==> src/line_follow_pid_steer_defines.svh <==
// Assertion macros shared by the steering block.
`ifndef LINE_FOLLOW_PID_STEER_DEFINES_SVH
`define LINE_FOLLOW_PID_STEER_DEFINES_SVH

// Same-cycle implication, checked out of reset.
`define LFPS_ASSERT_NOW(lbl, ante, cons, msg) \
  lbl: assert property (@(posedge clk_i) disable iff (!rst_ni) (ante) |-> (cons)) \
    else $error(msg);

// Next-cycle implication, checked out of reset.
`define LFPS_ASSERT_NEXT(lbl, ante, cons, msg) \
  lbl: assert property (@(posedge clk_i) disable iff (!rst_ni) (ante) |=> (cons)) \
    else $error(msg);

`endif

==> src/lfps_pkg.sv <==
// Types and constants for the line-follow PID steering block.
package lfps_pkg;

  localparam int unsigned POS_W   = 12;
  localparam int unsigned LEVEL_W = 10;
  localparam int unsigned TIME_W  = 32;
  localparam int unsigned SPEED_W = 7;
  localparam int unsigned SUM_W   = 32;
  localparam int unsigned UNITS_W = 24;

  localparam logic [POS_W-1:0] POS_MAX    = 12'd4000;
  localparam logic [POS_W-1:0] CENTER_POS = 12'd2000;

  // err / 20 for |err| <= 2000
  localparam logic [11:0] P_RECIP = 12'd3277;
  localparam int unsigned P_SHIFT = 16;
  // sum / 10000 for any 32-bit magnitude
  localparam logic [31:0] I_RECIP = 32'hD1B7_1759;
  localparam int unsigned I_SHIFT = 45;
  // elapsed / 500 for any 32-bit value
  localparam logic [31:0] T_RECIP = 32'd2199023256;
  localparam int unsigned T_SHIFT = 40;

  localparam logic [SPEED_W-1:0] MAX_SPEED_RST  = 7'd60;
  localparam logic [LEVEL_W-1:0] DEAD_END_RST   = 10'd100;
  localparam logic [LEVEL_W-1:0] SIDE_THRESH_RST = 10'd200;

  typedef enum logic [1:0] {
    CFG_MAX_SPEED   = 2'd0,
    CFG_DEAD_END    = 2'd1,
    CFG_SIDE_THRESH = 2'd2
  } cfg_index_e;

  typedef enum logic [1:0] {
    STOP_NONE     = 2'd0,
    STOP_DEAD_END = 2'd1,
    STOP_SIDE     = 2'd2
  } stop_reason_e;

endpackage

==> src/line_follow_pid_steer.sv <==
// Line-follow PID steering with dead-end and intersection detection.
// A result goes through four register stages (A, B, C, D) after its input transfer.
// One sample per cycle unless stalled; the error state updates when A passes to B.
// Pipeline stalls only when all four stages are full and the output is stalled.
// Reset clears the error state, start time, stage valids and loads default settings.
`include "line_follow_pid_steer_defines.svh"
module line_follow_pid_steer (
  input  logic                                clk_i,
  input  logic                                rst_ni,
  input  logic                                cfg_valid_i,
  output logic                                cfg_ready_o,
  input  logic [1:0]                          cfg_index_i,
  input  logic [lfps_pkg::LEVEL_W-1:0]        cfg_data_i,
  input  logic                                in_valid_i,
  output logic                                in_stall_o,
  input  logic                                start_run_i,
  input  logic [lfps_pkg::POS_W-1:0]          line_position_i,
  input  logic [lfps_pkg::LEVEL_W-1:0]        left_outer_level_i,
  input  logic [lfps_pkg::LEVEL_W-1:0]        left_inner_level_i,
  input  logic [lfps_pkg::LEVEL_W-1:0]        middle_level_i,
  input  logic [lfps_pkg::LEVEL_W-1:0]        right_inner_level_i,
  input  logic [lfps_pkg::LEVEL_W-1:0]        right_outer_level_i,
  input  logic [lfps_pkg::TIME_W-1:0]         time_ms_i,
  output logic                                out_valid_o,
  input  logic                                out_stall_i,
  output logic [lfps_pkg::SPEED_W-1:0]        left_drive_o,
  output logic [lfps_pkg::SPEED_W-1:0]        right_drive_o,
  output logic                                finished_o,
  output logic [1:0]                          stop_reason_o,
  output logic [lfps_pkg::UNITS_W-1:0]        elapsed_units_o
);

  // configuration
  logic [lfps_pkg::SPEED_W-1:0] max_speed_q;
  logic [lfps_pkg::LEVEL_W-1:0] dead_end_q;
  logic [lfps_pkg::LEVEL_W-1:0] side_thresh_q;

  // state
  logic signed [11:0]           prev_err_q;
  logic signed [31:0]           err_sum_q;
  logic [lfps_pkg::TIME_W-1:0]  start_time_q;

  // stage A: input register
  logic                         a_vld_q;
  logic                         a_start_q;
  logic [lfps_pkg::POS_W-1:0]   a_pos_q;
  logic [lfps_pkg::LEVEL_W-1:0] a_lo_q, a_li_q, a_mid_q, a_ri_q, a_ro_q;
  logic [lfps_pkg::TIME_W-1:0]  a_time_q;

  // stage B
  logic                         b_vld_q;
  logic signed [11:0]           b_err_q;
  logic signed [31:0]           b_sum_q;
  logic signed [13:0]           b_d3_q;
  logic [31:0]                  b_elapsed_q;
  lfps_pkg::stop_reason_e       b_reason_q;

  // stage C
  logic                         c_vld_q;
  logic [6:0]                   c_pq_q;
  logic                         c_psign_q;
  logic [17:0]                  c_iq_q;
  logic                         c_isign_q;
  logic signed [13:0]           c_d3_q;
  logic [lfps_pkg::UNITS_W-1:0] c_units_q;
  lfps_pkg::stop_reason_e       c_reason_q;

  // stage D: output register
  logic                         d_vld_q;
  logic [lfps_pkg::SPEED_W-1:0] d_left_q, d_right_q;
  logic [lfps_pkg::UNITS_W-1:0] d_units_q;
  lfps_pkg::stop_reason_e       d_reason_q;

  logic en_a, en_b, en_c, en_d;

  assign en_d = !d_vld_q || !out_stall_i;
  assign en_c = !c_vld_q || en_d;
  assign en_b = !b_vld_q || en_c;
  assign en_a = !a_vld_q || en_b;

  assign in_stall_o  = !en_a;
  assign cfg_ready_o = 1'b1;

  // ---------------- A -> B ----------------
  logic [lfps_pkg::POS_W-1:0]   pos_sat;
  logic signed [11:0]           err_d;
  logic signed [11:0]           prev_eff;
  logic signed [31:0]           sum_eff;
  logic signed [12:0]           diff;
  logic signed [14:0]           diff_ext, diff3, diff3_rnd;
  logic signed [13:0]           d3_half;
  logic signed [32:0]           sum33;
  logic signed [31:0]           sum_d;
  logic [31:0]                  elapsed_d;
  logic                         dead_end, side_hit;
  lfps_pkg::stop_reason_e       reason_d;
  logic                         adv_b;

  always_comb begin
    pos_sat   = (a_pos_q > lfps_pkg::POS_MAX) ? lfps_pkg::POS_MAX : a_pos_q;
    err_d     = signed'(pos_sat - lfps_pkg::CENTER_POS);
    prev_eff  = a_start_q ? 12'sd0 : prev_err_q;
    sum_eff   = a_start_q ? 32'sd0 : err_sum_q;
    diff      = {err_d[11], err_d} - {prev_eff[11], prev_eff};
    diff_ext  = {{2{diff[12]}}, diff};
    diff3     = (diff_ext <<< 1) + diff_ext;
    diff3_rnd = diff3 + {14'd0, diff3[14]};
    d3_half   = diff3_rnd[14:1];
    sum33     = {sum_eff[31], sum_eff} + {{21{err_d[11]}}, err_d};
    if (sum33[32] != sum33[31]) begin
      sum_d = sum33[32] ? 32'sh8000_0000 : 32'sh7FFF_FFFF;
    end else begin
      sum_d = sum33[31:0];
    end
    elapsed_d = a_start_q ? 32'd0 : (a_time_q - start_time_q);
    dead_end  = (a_li_q < dead_end_q) && (a_mid_q < dead_end_q) && (a_ri_q < dead_end_q);
    side_hit  = (a_lo_q > side_thresh_q) || (a_ro_q > side_thresh_q);
    priority if (dead_end) begin
      reason_d = lfps_pkg::STOP_DEAD_END;
    end else if (side_hit) begin
      reason_d = lfps_pkg::STOP_SIDE;
    end else begin
      reason_d = lfps_pkg::STOP_NONE;
    end
  end

  assign adv_b = a_vld_q && en_b;

  // ---------------- B -> C ----------------
  logic [10:0] err_mag;
  logic [22:0] p_prod;
  logic [31:0] sum_mag;
  logic [63:0] i_prod;
  logic [63:0] t_prod;
  logic [11:0] err_neg;

  always_comb begin
    err_neg = 12'(-b_err_q);
    err_mag = b_err_q[11] ? err_neg[10:0] : b_err_q[10:0];
    p_prod  = err_mag * lfps_pkg::P_RECIP;
    sum_mag = b_sum_q[31] ? 32'(-b_sum_q) : 32'(b_sum_q);
    i_prod  = sum_mag * lfps_pkg::I_RECIP;
    t_prod  = b_elapsed_q * lfps_pkg::T_RECIP;
  end

  // ---------------- C -> D ----------------
  logic signed [19:0] p_val, i_val, total, lim20;
  logic signed [7:0]  corr;
  logic [7:0]         lim8, left8, right8;

  always_comb begin
    p_val = c_psign_q ? -$signed({13'd0, c_pq_q}) : $signed({13'd0, c_pq_q});
    i_val = c_isign_q ? -$signed({2'd0, c_iq_q}) : $signed({2'd0, c_iq_q});
    total = p_val + i_val + {{6{c_d3_q[13]}}, c_d3_q};
    lim20 = $signed({13'd0, max_speed_q});
    if (total > lim20) begin
      corr = lim20[7:0];
    end else if (total < -lim20) begin
      corr = 8'(-lim20);
    end else begin
      corr = total[7:0];
    end
    lim8 = {1'b0, max_speed_q};
    if (corr[7]) begin
      left8  = lim8 + corr;
      right8 = lim8;
    end else begin
      left8  = lim8;
      right8 = lim8 - corr;
    end
  end

  // ---------------- registers ----------------
  always_ff @(posedge clk_i or negedge rst_ni) begin
    if (!rst_ni) begin
      max_speed_q   <= lfps_pkg::MAX_SPEED_RST;
      dead_end_q    <= lfps_pkg::DEAD_END_RST;
      side_thresh_q <= lfps_pkg::SIDE_THRESH_RST;
    end else if (cfg_valid_i && cfg_ready_o) begin
      unique case (cfg_index_i)
        lfps_pkg::CFG_MAX_SPEED:   max_speed_q   <= cfg_data_i[lfps_pkg::SPEED_W-1:0];
        lfps_pkg::CFG_DEAD_END:    dead_end_q    <= cfg_data_i;
        lfps_pkg::CFG_SIDE_THRESH: side_thresh_q <= cfg_data_i;
        default: ;
      endcase
    end
  end

  always_ff @(posedge clk_i or negedge rst_ni) begin
    if (!rst_ni) begin
      prev_err_q   <= '0;
      err_sum_q    <= '0;
      start_time_q <= '0;
    end else if (adv_b) begin
      prev_err_q <= err_d;
      err_sum_q  <= sum_d;
      if (a_start_q) begin
        start_time_q <= a_time_q;
      end
    end
  end

  always_ff @(posedge clk_i or negedge rst_ni) begin
    if (!rst_ni) begin
      a_vld_q <= 1'b0;
      b_vld_q <= 1'b0;
      c_vld_q <= 1'b0;
      d_vld_q <= 1'b0;
    end else begin
      if (en_a) a_vld_q <= in_valid_i;
      if (en_b) b_vld_q <= a_vld_q;
      if (en_c) c_vld_q <= b_vld_q;
      if (en_d) d_vld_q <= c_vld_q;
    end
  end

  always_ff @(posedge clk_i) begin
    if (en_a && in_valid_i) begin
      a_start_q <= start_run_i;
      a_pos_q   <= line_position_i;
      a_lo_q    <= left_outer_level_i;
      a_li_q    <= left_inner_level_i;
      a_mid_q   <= middle_level_i;
      a_ri_q    <= right_inner_level_i;
      a_ro_q    <= right_outer_level_i;
      a_time_q  <= time_ms_i;
    end
    if (adv_b) begin
      b_err_q     <= err_d;
      b_sum_q     <= sum_d;
      b_d3_q      <= d3_half;
      b_elapsed_q <= elapsed_d;
      b_reason_q  <= reason_d;
    end
    if (b_vld_q && en_c) begin
      c_pq_q     <= p_prod[lfps_pkg::P_SHIFT+6:lfps_pkg::P_SHIFT];
      c_psign_q  <= b_err_q[11];
      c_iq_q     <= i_prod[lfps_pkg::I_SHIFT+17:lfps_pkg::I_SHIFT];
      c_isign_q  <= b_sum_q[31];
      c_d3_q     <= b_d3_q;
      c_units_q  <= t_prod[lfps_pkg::T_SHIFT+23:lfps_pkg::T_SHIFT];
      c_reason_q <= b_reason_q;
    end
    if (c_vld_q && en_d) begin
      d_reason_q <= c_reason_q;
      if (c_reason_q != lfps_pkg::STOP_NONE) begin
        d_left_q  <= '0;
        d_right_q <= '0;
        d_units_q <= c_units_q;
      end else begin
        d_left_q  <= left8[6:0];
        d_right_q <= right8[6:0];
        d_units_q <= '0;
      end
    end
  end

  assign out_valid_o     = d_vld_q;
  assign left_drive_o    = d_left_q;
  assign right_drive_o   = d_right_q;
  assign finished_o      = (d_reason_q != lfps_pkg::STOP_NONE);
  assign stop_reason_o   = d_reason_q;
  assign elapsed_units_o = d_units_q;

  `LFPS_ASSERT_NOW(a_fin_stops, out_valid_o && finished_o, (left_drive_o == '0) && (right_drive_o == '0), "finished result drives wheels")
  `LFPS_ASSERT_NOW(a_drive_base, out_valid_o && !finished_o, (left_drive_o == max_speed_q) || (right_drive_o == max_speed_q), "neither wheel at base drive")
  `LFPS_ASSERT_NEXT(a_start_time, adv_b && a_start_q, start_time_q == $past(a_time_q), "start time not recorded")
  `LFPS_ASSERT_NOW(a_stall_full, in_stall_o, a_vld_q && b_vld_q && c_vld_q && d_vld_q && out_stall_i, "stall with a free stage")

endmodule

==> config.mk <==
export PLATFORM = sky130hd
export DESIGN_NAME = line_follow_pid_steer
export DESIGN_NICKNAME = d
export VERILOG_FILES = /design/src/lfps_pkg.sv /design/src/line_follow_pid_steer.sv
export VERILOG_INCLUDE_DIRS = /design/src /design/src/src
export SDC_FILE = /design/constraint.sdc
export NUM_CORES = 2
export LEC_CHECK = 0
export ABC_AREA = 1
export BUFFER_PORTS_ARGS = -buffer_cell sky130_fd_sc_hd__buf_2
export CORE_MARGIN = 2
export CORE_UTILIZATION = 57
export CTS_CLUSTER_SIZE = 40
export DETAILED_ROUTE_END_ITERATION = 8
export PLACE_DENSITY = 0.75
export SLEW_MARGIN = 20
export SYNTH_ARGS = -nofsm -noshare
export SYNTH_HDL_FRONTEND = slang
export SYNTH_SLANG_ARGS = --single-unit
export TNS_END_PERCENT = 30
==> constraint.sdc <==
create_clock -name clk_i -period 8.8 [get_ports clk_i]
set_input_delay 0.88 -clock clk_i [delete_from_list [all_inputs] [get_ports clk_i]]
set_output_delay 0.88 -clock clk_i [all_outputs]
set_load 0.01 [all_outputs]
==> results.json <==
{
  "reg2reg_to": "c_iq_q[2]",
  "period_share": 0.952,
  "core_region_area_sq_um": 105000,
  "remaining_drc_errors": 8,
  "crit_required_ns": 9.18,
  "final_cell_area_sq_um": 65100,
  "fin_nets": 8963,
  "reg2reg_slack_ns": 0.43,
  "yosysWarnings": 0,
  "vias": 46300,
  "clk_latency_ns": 0.69,
  "drive_gt1_frac": 0.0551,
  "cp_common_cell": "inv_1",
  "clk_pin_slew_ns": 0.06,
  "avgViaCountPerCell": 5.45,
  "critPathMaxFanout": 5,
  "fin_ws_ns": 0.427,
  "drtIter0Drc": 3764,
  "synth-edff-count": 294,
  "fmax_mhz": 119,
  "syn_avg_cell_area_sq_um": 8.85,
  "synth_ff_type": "edfxtp_1",
  "fillers": 9068,
  "grt_pass1_wl_um": 265000,
  "htree_levels": 2,
  "grt_use_total": 0.317,
  "async_flop_share": 0.267,
  "root_buffer": "clkbuf_16",
  "fin_worst_skew_ns": 0.0953,
  "crit_type": "register to register",
  "slowest_delay_ns": 0.56,
  "ys_types": 66,
  "clockBufferDepth": 3,
  "min_path_type": "primary input to asynchronous set/reset pin",
  "antenna_found_initial": 2,
  "slew_headroom": 0.325,
  "final.min_clock_period_ns": 8.37,
  "cts_buffers": 48,
  "violations": "design-rule violations",
  "die_w_um": 330,
  "reg2reg_from": "b_sum_q[0]",
  "fp.dieH_um": 330,
  "first_pass_iters": 8,
  "synth-seq-cells": 401,
  "cp_data_arrival_time_ns": 8.75,
  "yosysSeqAreaShare": 0.190,
  "r2r.worst_path.cells": 35,
  "num_rows": 119,
  "tritoncts": "yes",
  "final-seq-area_sq_um": 11500,
  "cts.sinks": 401,
  "place_ws_ns": 0.281,
  "end_kind": "register",
  "start_util": 0.575,
  "grt_overflow": 0,
  "start_kind": "register",
  "drv_slew": 0,
  "grt_pass1_vias": 47300,
  "tightest_slew_ns": 1.01,
  "synthCells": 6852,
  "tns_ns": 0,
  "dp_hpwl_um": 144000,
  "crit_slowest_cell": "fa_1",
  "multi_input_area_sq_um": 41900,
  "syn_area_sq_um": 60600,
  "wl_per_cell_um": 19.7,
  "boundaryPins": 156,
  "ant_nets": 0,
  "post_cts_resize_count": 0,
  "crit_path_start": "b_sum_q[0]",
  "post_cts_buffers": 0,
  "syn2layout_area_growth_pct": 7.46,
  "place_congestion": 1.03,
  "dieArea_sq_um": 109000,
  "setup_viol": 0,
  "hold_buffers": 0,
  "status": "finished with violations",
  "grt_max_degree": 99,
  "dpl_cell_area_sq_um": 63300,
  "syn-num-nets": 8756,
  "max_cap_viol_count": 0,
  "hold_viol_final": 0,
  "port_buffers": 154,
  "finalWirelength_um": 168000
}
==> Yosys cell counts (9+ instances only) <==
master / instances / share of area
inv_1: 1865 / 0.12
ha_1: 1010 / 0.21
nand2_1: 927 / 0.057
fa_1: 782 / 0.26
nor2_1: 448 / 0.028
a21oi_1: 380 / 0.031
edfxtp_1: 294 / 0.15
o21ai_0: 234 / 0.019
xor2_1: 156 / 0.023
nand3_1: 122 / 0.010
dfrtp_1: 97 / 0.040
nor3_1: 59 / 0.0049
xnor2_1: 48 / 0.0069
a31oi_1: 42 / 0.0043
nand4_1: 40 / 0.0041
o21a_1: 33 / 0.0041
clkbuf_1: 30 / 0.0019
o21ai_1: 25 / 0.0021
o21bai_1: 25 / 0.0031
a21o_1: 22 / 0.0027
nor4_1: 18 / 0.0019
o31ai_1: 15 / 0.0019
o211ai_1: 14 / 0.0017
a211oi_1: 11 / 0.0014
nand3b_1: 11 / 0.0014
a21boi_0: 10 / 0.0012
dfstp_2: 10 / 0.0043
nand2_2: 9 / 0.00093
nor2_2: 9 / 0.00093
or2_2: 9 / 0.00093
==> worst max-delay path by stage <==
stage               slack (ns)  cells past startpoint         end
detailed placement        0.28                     37  c_iq_q[17]
CTS                       0.32                     37  c_iq_q[17]
floorplan                 1.02                     37  c_iq_q[11]
finish                    0.43                     35   c_iq_q[2]
global placement          0.39                     36   c_iq_q[2]
global route             -0.04                     36   c_iq_q[2]
==> area by class of cell <==
cell class                      instances  area share
Tap cell                             1391      0.0267
Inverter                             1875       0.108
Sequential cell                       401       0.177
Clock inverter                         33     0.00715
Timing Repair Buffer                  208      0.0185
Antenna cell                            1   0.0000384
Multi-Input combinational cell       4525       0.643
Clock buffer                           57      0.0193
==> placed cells by master, fill, tap and decap left out, types with 14 or more instances in the layout <==
cell type / Yosys / routed
inv_1: 1865 / 1861
ha_1: 1010 / 1008
nand2_1: 927 / 925
fa_1: 782 / 782
nor2_1: 448 / 439
a21oi_1: 380 / 378
edfxtp_1: 294 / 294
o21ai_0: 234 / 233
xor2_1: 156 / 154
buf_2: 7 / 153
nand3_1: 122 / 122
dfrtp_1: 97 / 97
nor3_1: 59 / 59
buf_4: 1 / 53
xnor2_1: 48 / 48
clkbuf_16: 0 / 48
nand4_1: 40 / 40
a31oi_1: 42 / 40
o21a_1: 33 / 33
o21bai_1: 25 / 25
o21ai_1: 25 / 25
a21o_1: 22 / 22
nor4_1: 18 / 18
nor2_2: 9 / 15
o31ai_1: 15 / 15
o211ai_1: 14 / 14
==> kinds of logic after synthesis <==
| logic type | Yosys count | synth area share |
|---|---|---|
| compound gates | 842 | 0.0780 |
| buf+inv | 1926 | 0.120 |
| fa+ha+maj | 1792 | 0.467 |
| flops | 401 | 0.190 |
| xor+xnor | 207 | 0.0303 |
| simple gates | 1682 | 0.114 |
| mux | 1 | 0.000186 |
| other cells | 1 | 0.0000619 |
==> sequential cells by signal, summed over array words and instances, names as in the netlist, 18 cells and up <==
register / cells
a_time_q: 32
b_elapsed_q: 32
b_sum_q: 32
c_iq_q: 18
c_units_q: 24
elapsed_units_o: 24
err_sum_q: 32
start_time_q: 32
==> worst max-delay path, delay by kind of cell (launching register included) <==
family                   cells  cell delay [ns]
adder cells (fa/ha/maj)     10             4.09
AND/OR/NAND/NOR             12             1.78
buffers and inverters        9             0.88
AO/OA/AOI/OAI                2             0.61
XOR/XNOR                     2             0.40
flip-flops                   1             0.39
==> per-layer routing <==
metal | GRT usage | wire [um] | share of wire | up-vias
met1 | 0.461 | 74700 | 0.45 | 22600
li1 | - | - | - | 21800
met5 | 0 | 27 | 0.00016 | -
met3 | 0.0596 | 15000 | 0.089 | 218
met2 | 0.493 | 73800 | 0.44 | 1634
met4 | 0.0753 | 4080 | 0.024 | 4
==> stage by stage <==
| stage | hold slack [ns] | std cells | util |
|---|---|---|---|
| floorplan | 0.400 | 6852 | - |
| global placement | 0.404 | 8399 | 0.601 |
| detailed placement | 0.407 | 8399 | 0.601 |
| CTS | 0.248 | 8489 | 0.617 |
| global route | 0.278 | 8490 | 0.618 |
| finish | 0.228 | 8491 | 0.618 |
Power is left out: the tool's default activity adds up to more than one toggle a clock period on the data nets, which glitch-free logic cannot reach.
